`src/rtl/oal_pkg.sv`:
```
// Shared types, codes and constants for the ordered array list.
package oal_pkg;

    localparam int DEF_CAPACITY = 32;
    localparam int CMD_W        = 3;
    localparam int POS_W        = 5;
    localparam int KEY_W        = 64;
    localparam int VOTE_W       = 32;
    localparam int STATUS_W     = 2;
    localparam int LEN_W        = 6;

    typedef enum logic [CMD_W-1:0] {
        CMD_INSERT = 3'd0,
        CMD_APPEND = 3'd1,
        CMD_DELETE = 3'd2,
        CMD_READ   = 3'd3,
        CMD_FIND   = 3'd4,
        CMD_UPDATE = 3'd5
    } t_cmd;

    typedef enum logic [STATUS_W-1:0] {
        ST_OK     = 2'd0,
        ST_FULL   = 2'd1,
        ST_BADPOS = 2'd2,
        ST_NOKEY  = 2'd3
    } t_status;

    typedef struct packed {
        logic ins;
        logic del;
        logic upd;
    } t_cell_ctrl;

endpackage

```
`src/rtl/oal_cell.sv`:
```
// One list cell: holds an entry, shifts with its neighbors and joins the read and match chains.
module oal_cell import oal_pkg::*; #(
    parameter int IDX_W = 5,
    parameter int CNT_W = 6,
    parameter int INDEX = 0
) (
    input  logic              i_clk,
    input  t_cell_ctrl        i_ctrl,
    input  logic [IDX_W-1:0]  i_target,
    input  logic [CNT_W-1:0]  i_count,
    input  logic [KEY_W-1:0]  i_new_key,
    input  logic [VOTE_W-1:0] i_new_votes,
    input  logic [KEY_W-1:0]  i_below_key,
    input  logic [VOTE_W-1:0] i_below_votes,
    input  logic [KEY_W-1:0]  i_above_key,
    input  logic [VOTE_W-1:0] i_above_votes,
    input  logic [KEY_W-1:0]  i_find_key,
    input  logic              i_seen,
    input  logic [IDX_W-1:0]  i_fidx,
    input  logic [KEY_W-1:0]  i_rd_key,
    input  logic [VOTE_W-1:0] i_rd_votes,
    output logic [KEY_W-1:0]  o_key,
    output logic [VOTE_W-1:0] o_votes,
    output logic              o_seen,
    output logic [IDX_W-1:0]  o_fidx,
    output logic [KEY_W-1:0]  o_rd_key,
    output logic [VOTE_W-1:0] o_rd_votes
);

    localparam logic [IDX_W-1:0] MY_IDX = IDX_W'(INDEX);
    localparam logic [CNT_W-1:0] MY_CNT = CNT_W'(INDEX);

    logic [KEY_W-1:0]  r_key;
    logic [VOTE_W-1:0] r_votes;
    logic [KEY_W-1:0]  n_key;
    logic [VOTE_W-1:0] n_votes;
    logic              sel;
    logic              above_target;
    logic              hit;
    logic              first;

    assign sel          = (MY_IDX == i_target);
    assign above_target = (MY_IDX > i_target);
    assign hit          = (MY_CNT < i_count) && (r_key == i_find_key);
    assign first        = hit && !i_seen;

    always_comb begin
        n_key   = r_key;
        n_votes = r_votes;
        if (i_ctrl.ins) begin
            if (above_target) begin
                n_key   = i_below_key;
                n_votes = i_below_votes;
            end else if (sel) begin
                n_key   = i_new_key;
                n_votes = i_new_votes;
            end
        end
        if (i_ctrl.del && (above_target || sel)) begin
            n_key   = i_above_key;
            n_votes = i_above_votes;
        end
        if (i_ctrl.upd && sel) begin
            n_votes = i_new_votes;
        end
    end

    always_ff @(posedge i_clk) begin
        r_key   <= n_key;
        r_votes <= n_votes;
    end

    assign o_key      = r_key;
    assign o_votes    = r_votes;
    assign o_seen     = i_seen | hit;
    assign o_fidx     = i_fidx | (first ? MY_IDX : '0);
    assign o_rd_key   = i_rd_key | (sel ? r_key : '0);
    assign o_rd_votes = i_rd_votes | (sel ? r_votes : '0);

endmodule

```
`config.mk`:
```
export PLATFORM = sky130hd
export DESIGN_NAME = oal_cell
export DESIGN_NICKNAME = d
export VERILOG_FILES = /design/src/rtl/oal_pkg.sv /design/src/rtl/oal_cell.sv
export SDC_FILE = /design/constraint.sdc
export NUM_CORES = 1
export LEC_CHECK = 0
export ABC_AREA = 1
export BUFFER_PORTS_ARGS = -buffer_cell sky130_fd_sc_hd__buf_2
export CAP_MARGIN = 20
export CORE_AREA = 2 2 256 258
export DETAILED_ROUTE_END_ITERATION = 10
export DIE_AREA = 0 0 258 260
export HOLD_SLACK_MARGIN = 0.06
export PLACE_DENSITY = 0.4
export SLEW_MARGIN = 20
export SYNTH_ARGS = -nofsm -noshare
export SYNTH_HDL_FRONTEND = slang
export SYNTH_SLANG_ARGS = --single-unit
export TNS_END_PERCENT = 20
```
`constraint.sdc`:
```
create_clock -name i_clk -period 5.4 [get_ports i_clk]
set_input_delay 0.54 -clock i_clk [delete_from_list [all_inputs] [get_ports i_clk]]
set_output_delay 0.54 -clock i_clk [all_outputs]
set_load 0.02 [all_outputs]
```
== After elaboration in Yosys (flattened, before gate mapping) ==
Index checks and enable logic that the tools add are counted.
Storage, ports and cells
  register bits: 96
  input bits: 469
  output and inout bits: 198
Cells by class
  order comparisons: 2
  equality and inequality tests: 1
  mux-type cells: 11
  bitwise operators: 3
  reductions and logical operators: 11
Operator list (number)
  $mux W64: 5
  $mux W32: 6
  $eq A64 B64 Y1: 1
  $or A64 B64 Y64: 1
  $or A32 B32 Y32: 1
  $lt A1 B6 Y1 const A: 1
  $reduce_bool A3 Y1: 2
  $gt A1 B5 Y1 const A: 1
  $logic_not A5 Y1: 1
  $reduce_and A2 Y1: 2
  $reduce_bool A4 Y1: 1
  $logic_and A1 B1 Y1: 3
  $reduce_bool A2 Y1: 1
  $logic_or A1 B1 Y1: 1
  $or A1 B1 Y1: 1

== Depth between registers and ports, before layout ==
Gate-level depths: netlist of run 1.
  depth in word-level cells: 6
  gate-level depth with buffers: 10
  mapped depth without buffers: 10

== Worst setup path before layout of run 1 ==
Ideal clock, no wire load.
  kind: input-to-reg
  from: in i_target[0]
  to: reg r_key[0] (netlist: o_key[0]), enable pin
  arrival time: 4.409 ns
  required time: 4.893 ns
  setup slack: 0.484 ns
  stages: 4
  cells stage by stage: nor2_1 -> nand2_2 -> clkbuf_1 -> a21oi_1
On the way
  cells in the longest elaborated chain, start to end: 5
  elaborated cells between the ends (all ways): 7
RTL lines
  from (decl): line oal_cell.sv:9  | input logic [IDX_W-1:0] i_target,
  $gt A1 B5 Y1 or $logic_not A5 Y1 (tied branches): line oal_cell.sv:43, oal_cell.sv:42
  $logic_or A1 B1 Y1: line oal_cell.sv:59  | if (i_ctrl.del && (above_target || sel)) begin
  $logic_and A1 B1 Y1: line oal_cell.sv:59
  $reduce_bool A3 Y1 (no line) or $reduce_bool A2 Y1 (tied branches)
  $reduce_and A2 Y1 (no line) (*)
  to (signal assigned): line oal_cell.sv:69  | r_key <= n_key;
  to (decl): line oal_cell.sv:33  | logic [KEY_W-1:0] r_key;
Mark *: on every way between the ends. The rest lies on a longest branch, timed or not.
A chain may end at the register's enable or synchronous reset.

== Final worst setup path of run 1 ==
  from: reg r_key[19] (netlist: o_key[19])
  to: out o_seen
On the way
  cells in the longest elaborated chain, start to end: 3
RTL lines
  $eq A64 B64 Y1: line oal_cell.sv:44  | assign hit = (MY_CNT < i_count) && (r_key == i_find_key);
  $logic_and A1 B1 Y1: line oal_cell.sv:44
  $or A1 B1 Y1: line oal_cell.sv:75  | assign o_seen = i_seen | hit;
  to (decl): line oal_cell.sv:24  | output logic o_seen,
Every way passes these cells.

==> metrics.csv, run 1 <==
metric;value;unit
hold_end;o_key[30];
overflow;0;
numCtsBuffers;9;
post-route-period-util;54.2;%
syn-mean-instance-area;8.83;µm²
post-cts-setup-buffer-count;0;
drt_iter0_markers;204;
place_congestion;0.861;
synth_top_family_by_area;simple AND/OR/NAND/NOR gates;
max_stage_delay;0.51;ns
initial_core_util;9.46;%
syn_nets;1156;
yosysUniqueCellTypes;22;
power_density;197;mW/mm²
antenna_found_initial;3;
fmax;0.342;GHz
vdd_drop_max;158;µV
numClockSinks;96;
dieWidth;258;µm
die_area;0.0671;mm²
die_h;260;µm
synth-seq-area-share;47.5;%
portBuffers;560;
critical_path_buf_inv_count;1;
ys_ff_latch;96;
outcome;finished clean;
drv_cap;0;
worstHoldPathCells;3;
critPathArrivalTime;2.38;ns
instances_no_fill;2092;
cts_htree_levels;3;
tightest_slew;1.02;ns
layout-drive-gt1-share;54.0;%
grt_pass1_wl;45300;µm
synth-simple-area-share;21.1;%
worst_ep_required_time;4.86;ns
vias;6925;
viasPerCell;3.31;
dp.cells;2073;
hold_start;i_new_key[30];
cp-start-kind;flop;
min_path_type;in2reg;
wl_per_cell;16.1;µm
synth_fa_ha_area_share;0;%
power.total;2010;µW
syn_area;0.00607;mm²
path_cells;xor2_1, nor2_1, nand2_1, nor2_1, nand3_1, nor2_1, nand2_1, nand2_1, buf_2;
yosys.area_share.xor_xnor;5.63;%
track_usage;9.52;%
cts_tree;built;
crit_fanout;3;
final_core_util;15.9;%
setup_violations;0;
ctsRootBufferMaster;clkbuf_16;
path_class;reg2out;
synth_warnings;0;
drc;0;
core;0.0641;mm²
fin_crit;2.92;ns
holdBufCountCts;0;
nets;1698;
antenna_left;0;
power.static_leakage;0.00492;µW
rsz0062_at_grt;no;
clk_pin_slew;0.08;ns
drtPass1Iterations;6;
io_pins;667;
grt_pass1_vias;6852;
synthCells;687;
tns;0;ns
synth_mux_area_share;5.94;%
final_max_slew_viol_count;0;
grt_max_degree;72;
relSlewSlack;32.0;%
fp-row-count;93;
cts_resized;0;
dp_hpwl;27700;µm
final_hold_viol_count;0;
clk_path_buf_depth;2;
wirelength;33600;µm
synth_compound_area_share;13.6;%
area_growth;67.9;%
slowest_stage;edfxtp_1;
path_delay_family;simple AND/OR/NAND/NOR gates;
endpoint_kind;output pin;
-- worst max-delay path by stage --
stage / from / endpoint / slack (ns) / cells past startpoint
after floorplan: i_target[0] / o_key[0] / 0.48 / 4
after global placement: i_target[2] / o_votes[18] / 2.52 / 7
after detailed placement: i_target[2] / o_key[52] / 2.48 / 9
after CTS: o_key[23] / o_seen / 2.31 / 9
after global routing: o_key[19] / o_seen / 2.24 / 9
final: o_key[19] / o_seen / 2.48 / 9
-- cells in the mapped netlist --
cell type  instances  area share, %
a21oi_1            2           0.16
a31o_2            71             10
a31oi_1            1           0.10
buf_2              9           0.74
buf_4              8           0.99
clkbuf_1          20            1.2
edfxtp_1          96             48
inv_1             51            3.2
inv_2              1          0.062
mux2_1            30            5.6
mux2_2             2           0.37
nand2_1          279             17
nand2_2            1           0.10
nand3_1            6           0.49
nand4_1            1           0.10
nor2_1            40            2.5
nor2_2             1           0.10
nor3_4             1           0.27
o21bai_1          25            3.1
or2_2              3           0.31
xnor2_1            9            1.3
xor2_1            30            4.3
-- cells in the final DEF (no fill, tap or decap), types with 2 or more instances in the layout --
master / instances
buf_2: 560
nand2_1: 278
edfxtp_1: 96
a31o_2: 71
inv_1: 51
nor2_1: 39
mux2_1: 30
xor2_1: 30
o21bai_1: 25
xnor2_1: 9
clkbuf_16: 9
buf_4: 8
nand3_1: 6
diode_2: 3
or2_2: 3
nor2_4: 2
nand2_2: 2
mux2_2: 2
clkinv_1: 2
inv_6: 2
bufinv_16: 2
-- power by group --
group / leakage (µW) / switching [µW] / internal, µW / total, µW
clock: 0.000156 / 334 / 408 / 742
sequential: 0.000865 / 11.7 / 834 / 846
combinational: 0.00390 / 226 / 195 / 421
total: 0.00492 / 571 / 1440 / 2010
-- final cells by class --
cell class / count / area, µm²
tap: 855 / 1070
timing repair buffer: 568 / 2860
clock buffer: 9 / 225
sequential: 96 / 2880
multi-input combinational: 502 / 2850
fill: 7347 / 53900
clock inverter: 7 / 93.8
inverter: 52 / 196
antenna: 3 / 7.51
-- cells by family after synthesis --
logic type / after synthesis
buf+inv: 89
simple gates: 332
compound gates: 99
mux: 32
flops: 96
xor+xnor: 39
-- registers in the layout, indices dropped and copies added (netlist names) --
signal,cells
o_votes,32
o_key,64
-- tightest hold or removal path, stage by stage --
cell     delay [ns]
buf_2          0.08
nand2_1        0.04
nand2_1        0.04
-- routing by layer --
layer / GRT usage [%] / part of all wire (%)
met1: 10.9 / 40
met2: 16.8 / 49
met3: 2.63 / 7.5
met4: 3.63 / 2.8
met5: 0 / 0
-- metrics by stage --
stage / hold slack [ns] / worst slack [ns] / cell area, µm²
after floorplan: 0.719 / 0.484 / 6070
after global placement: 0.810 / 2.52 / 9860
after detailed placement: 0.809 / 2.48 / 9860
after CTS: 0.366 / 2.31 / 10200
after global routing: 0.393 / 2.24 / 10200
final: 0.423 / 2.48 / 10200
(Power assumes the default switching activity.)
==> run 2, diff against run 1 <==
--- a/config.mk
+++ b/config.mk
@@ -8,11 +8,11 @@
 export ABC_AREA = 1
 export BUFFER_PORTS_ARGS = -buffer_cell sky130_fd_sc_hd__buf_2
 export CAP_MARGIN = 20
-export CORE_AREA = 2 2 256 258
+export CORE_AREA = 2 2 260 262
 export DETAILED_ROUTE_END_ITERATION = 10
-export DIE_AREA = 0 0 258 260
+export DIE_AREA = 0 0 262 264
 export HOLD_SLACK_MARGIN = 0.06
-export PLACE_DENSITY = 0.4
+export PLACE_DENSITY = 0.41
 export SLEW_MARGIN = 20
 export SYNTH_ARGS = -nofsm -noshare
 export SYNTH_HDL_FRONTEND = slang
==> constraint.sdc (replaced) <==
create_clock -name i_clk -period 2.41 [get_ports i_clk]
set_input_delay 0.241 -clock i_clk [delete_from_list [all_inputs] [get_ports i_clk]]
set_output_delay 0.241 -clock i_clk [all_outputs]
set_load 0.02 [all_outputs]
==> metrics.csv, run 2 (same netlist as run 1, synthesis figures left out) <==
metric;value;unit;change
outcome;finished clean;;unchanged
place_congestion;0.833;;was 0.861
grt_use_met3;2.89;%;was 2.63%
initial_core_util;9.11;%;was 9.46%
fin_crit;2.20;ns;
largest_reg_flops;64;;unchanged
clk_path_buf_depth;2;;unchanged
post-route-period-util;91.4;%;
ctsRootBufferMaster;clkbuf_16;;unchanged
tightest_slew;0.492;ns;was 1.02 ns
vias;7032;;was 6925
power_density;429;mW/mm²;was 197 mW/mm²
dp_hpwl;28500;µm;was 27700 µm
area_growth;70.8;%;was 67.9%
critPathArrivalTime;1.96;ns;was 2.38 ns
core;0.0666;mm²;was 0.0641 mm²
tns;0;ns;unchanged
use_met1;11.8;%;was 10.9%
crit_fanout;3;;unchanged
antenna_found_initial;8;;was 3
top_usage_layer;met2;;unchanged
numCtsBuffers;9;;unchanged
cts_tree;built;;unchanged
cp-start-kind;flop;;unchanged
die_h;264;µm;was 260 µm
track_usage;9.56;%;was 9.52%
layout_common_cells;buf_2, nand2_1, edfxtp_1, a31o_2, inv_1;;unchanged
relSlewSlack;67.2;%;was 32.0%
grt_pass1_wl;46400;µm;was 45300 µm
layout-drive-gt1-share;55.0;%;was 54.0%
drv_cap;0;;unchanged
grt_pass1_vias;7068;;was 6852
overflow;0;;unchanged
grt_max_degree;72;;unchanged
max_stage_delay;0.43;ns;was 0.51 ns
antenna_left;0;;unchanged
power.static_leakage;0.00498;µW;was 0.00492 µW
viasPerCell;3.32;;was 3.31
power.total;4450;µW;was 2010 µW
fp-row-count;95;;was 93
dieWidth;262;µm;was 258 µm
dp.cells;2099;;was 2073
path_cells;xnor2_1, nand3_1, nor2_4, nand3_1, buf_4, nor2_1, nand2_1, nand2_1, buf_4;;was xor2_1, nor2_1, nand2_1, nor2_1, nand3_1, nor2_1, nand2_1, nand2_1, buf_2
drtPass1Iterations;4;;was 6
vdd_drop_max;254;µV;was 158 µV
path_class;reg2out;;unchanged
min_path_type;in2reg;;unchanged
numClockSinks;96;;unchanged
nets;1709;;was 1698
final_hold_viol_count;0;;unchanged
grt_use_met2;15.7;%;was 16.8%
drc;0;;unchanged
fmax;0.454;GHz;
setup_violations;0;;unchanged
drt_iter0_markers;277;;was 204
worst_ep_required_time;2.17;ns;was 4.86 ns
wirelength;34700;µm;was 33600 µm
die_area;0.0692;mm²;was 0.0671 mm²
io_pins;667;;unchanged
clk_pin_slew;0.09;ns;was 0.08 ns
final_max_slew_viol_count;0;;unchanged
holdBufCountCts;0;;unchanged
slowest_stage;edfxtp_1;;unchanged
wl_per_cell;16.4;µm;was 16.1 µm
portBuffers;560;;unchanged
instances_no_fill;2121;;was 2092
final_common_cell;buf_2;;unchanged
endpoint_kind;output pin;;unchanged
cts_htree_levels;3;;unchanged
==> run 2: changes by cell type in the layout (fill, tap and decap cells not counted), sizes merged <==
cell    delta
buf       +11
inv        +3
bufinv     -2
clkinv     -1
==> run 2: path summary, 6_finish.rpt <==
| path | slack (ns) | startpoint | endpoint | cells after the start |
|---|---|---|---|---|
| worst max-delay path | 0.21 | o_key[2] | o_seen | 9 |
| worst min-delay path | 0.12 | i_new_key[35] | o_key[35] | 3 |
==> run 2: worst max-delay path, delay by kind of cell (launching register included) <==
| kind | cells | cell delay (ns) |
|---|---|---|
| xor+xnor | 1 | 0.19 |
| simple gates | 6 | 0.63 |
| buf+inv | 2 | 0.32 |
| flops | 1 | 0.43 |
==> run 2: where the power goes <==
part | internal [µW] | switching (µW) | leakage [µW]
Combinational | 449 | 536 | 0.00397
Clock | 740 | 831 | 0.000148
Sequential | 1870 | 22.5 | 0.000865
==> run 2: layer usage <==
layer	up-vias	wire length [µm]
met3	37	2910
met2	377	16200
met5	-	67
met4	10	719
li1	3401	-
met1	3207	14900
==> run 2: what timing repair did <==
action | in CTS | in global routing
setup buffers | 1 | 2
resized for setup | 3 | 9
setup endpoints to repair | 1 | 1
pin swaps | 1 | 4
==> run 2: final cells by class <==
cell class | instances | area, µm²
sequential | 96 | 2880
timing repair buffer | 579 | 3000
antenna | 3 | 7.51
clock buffer | 9 | 225
inverter | 52 | 196
multi-input combinational | 502 | 2890
clock inverter | 7 | 71.3
tap | 873 | 1090
fill | 7649 | 56200
==> run 2: stage by stage <==
stage | util (%) | area (µm²) | hold WS, ns | setup slack (ns)
final | 15.6 | 10400 | 0.116 | 0.208
after floorplan | - | 6090 | 0.420 | 0.0121
after detailed placement | 15.0 | 9990 | 0.482 | 0.342
after CTS | 15.5 | 10300 | 0.0703 | 0.0197
after global placement | 15.0 | 9990 | 0.482 | 0.258
after global routing | 15.6 | 10400 | 0.0920 | -0.00555
==> run 3, diff against run 2 <==
--- a/config.mk
+++ b/config.mk
@@ -11,7 +11,8 @@
 export CORE_AREA = 2 2 260 262
 export DETAILED_ROUTE_END_ITERATION = 10
 export DIE_AREA = 0 0 262 264
-export HOLD_SLACK_MARGIN = 0.06
+export HOLD_SLACK_MARGIN = 0.02
+export MAX_ROUTING_LAYER = met4
 export PLACE_DENSITY = 0.41
 export SLEW_MARGIN = 20
 export SYNTH_ARGS = -nofsm -noshare
==> metrics.csv, run 3 (same netlist as run 1, synthesis figures left out) <==
metric;value;unit;change
outcome;finished clean;;unchanged
overflow;0;;unchanged
drtPass1Iterations;4;;unchanged
clk_pin_slew;0.09;ns;about the same
portBuffers;560;;unchanged
cts_htree_levels;3;;unchanged
power.static_leakage;0.00498;µW;about the same
numCtsBuffers;9;;unchanged
viasPerCell;3.31;;was 3.32
final_common_cell;buf_2;;unchanged
min_path_type;in2reg;;unchanged
clk_path_buf_depth;2;;unchanged
nets;1709;;unchanged
power.total;4460;µW;was 4450 µW
die_area;0.0692;mm²;unchanged
vias;7045;;was 7032
slowest_stage;edfxtp_1;;unchanged
switching_power;1400;µW;was 1390 µW
endpoint_kind;output pin;;unchanged
relSlewSlack;67.5;%;was 67.2%
cp-start-kind;flop;;unchanged
pre_cts_slack;0.342;ns;unchanged
place_congestion;0.846;;was 0.833
max_stage_delay;0.43;ns;about the same
ctsRootBufferMaster;clkbuf_16;;unchanged
vdd_drop_max;254;µV;about the same
path_cells;xnor2_1, nand3_1, nor2_4, nand3_1, buf_4, nor2_1, nand2_1, nand2_1, buf_4;;unchanged
multi_input_area;0.00289;mm²;unchanged
tightest_slew;0.487;ns;was 0.492 ns
core;0.0666;mm²;unchanged
drv_cap;0;;unchanged
fin_crit;2.21;ns;was 2.20 ns
grt_max_degree;72;;unchanged
path_class;reg2out;;unchanged
initial_core_util;9.11;%;unchanged
drc;0;;unchanged
fillers;7645;;was 7649
dp_hpwl;28500;µm;unchanged
final_cell_area;0.0104;mm²;about the same
pwr-share-seq;42.4;%;was 42.5%
critPathArrivalTime;1.96;ns;about the same
final_hold_viol_count;0;;unchanged
wirelength;34700;µm;about the same
fp-row-count;95;;unchanged
setup_ws;0.205;ns;was 0.208 ns
crit_fanout;3;;unchanged
wl_per_cell;16.3;µm;was 16.4 µm
drt_iter0_markers;272;;was 277
numClockSinks;96;;unchanged
internal-power;3060;µW;about the same
grt_pass1_wl;46300;µm;was 46400 µm
p_sw_share;31.4;%;was 31.2%
worst_ep_required_time;2.17;ns;about the same
die_h;264;µm;unchanged
fmax;0.453;GHz;was 0.454 GHz
io_pins;667;;unchanged
power_density;430;mW/mm²;was 429 mW/mm²
final_max_slew_viol_count;0;;unchanged
layout-drive-gt1-share;55.0;%;unchanged
grt_pass1_vias;7079;;was 7068
dieWidth;262;µm;unchanged
area_growth;71.0;%;was 70.8%
track_usage;9.83;%;was 9.56%
antenna_found_initial;8;;unchanged
placed_area;0.00999;mm²;unchanged
setup_violations;0;;unchanged
layout_common_cells;buf_2, nand2_1, edfxtp_1, a31o_2, inv_1;;unchanged
antenna_left;0;;unchanged
combPwrFrac;22.1;%;about the same
cts_tree;built;;unchanged
post-route-period-util;91.5;%;was 91.4%
p_clk_share;35.5;%;was 35.3%
regArea;0.00288;mm²;unchanged
largest_reg_flops;64;;unchanged
run 3: worst paths after layout:
kind / start / to / slack, ns / depth (start not counted)
worst min-delay path: i_new_key[35] / o_key[35] / 0.12 / 3
worst max-delay path: o_key[2] / o_seen / 0.20 / 9
run 3: layout make-up:
class	count	area share, %
antenna	8	0.193
clock buffer	9	2.17
clock inverter	7	0.687
inverter	52	1.89
multi-input combinational	502	27.9
sequential	96	27.8
tap	873	10.5
timing repair buffer	579	28.9
run 3: worst max-delay path, delay by kind of cell, from the launching register on:
family / cells / cell delay [ns]
buf+inv: 2 / 0.32
simple gates: 6 / 0.64
xor+xnor: 1 / 0.19
flops: 1 / 0.43
run 3: power groups by stage:
| stage | logic [µW] | registers, µW | clock network [µW] |
|---|---|---|---|
| after CTS | 998 | 1890 | 1700 |
| after detailed placement | 992 | 1930 | 0 |
| after global routing | 1080 | 1900 | 1740 |
| after floorplan | 413 | 1960 | 0 |
| final | 984 | 1890 | 1580 |
| after global placement | 990 | 1930 | 0 |
run 3: per-stage QoR:
| step | cells | hold WS (ns) | setup TNS (ns) | util (%) |
|---|---|---|---|---|
| after global routing | 2124 | 0.0919 | -0.00563 | 15.6 |
| after detailed placement | 2099 | 0.482 | 0 | 15.0 |
| final | 2126 | 0.117 | 0 | 15.6 |
| after global placement | 2099 | 0.482 | 0 | 15.0 |
| after floorplan | 687 | 0.420 | 0 | - |
| after CTS | 2116 | 0.0703 | 0 | 15.5 |
run 3: metal layers:
layer	global-route usage (%)	wire [µm]	part of all wire (%)	vias to the layer above
met3	2.68	2710	7.8	22
met4	3.19	624	1.8	0
met2	15.7	16200	47	381
li1	-	-	-	3411
met1	11.9	15100	44	3231
met5	-	0	0	-
run 3: what timing repair did:
action	CTS	global route
gates resized for setup	3	9
hold endpoints to repair	0	0
endpoints found under the setup margin	1	1
hold buffers	0	0
setup buffers	1	2
pin swaps	1	4
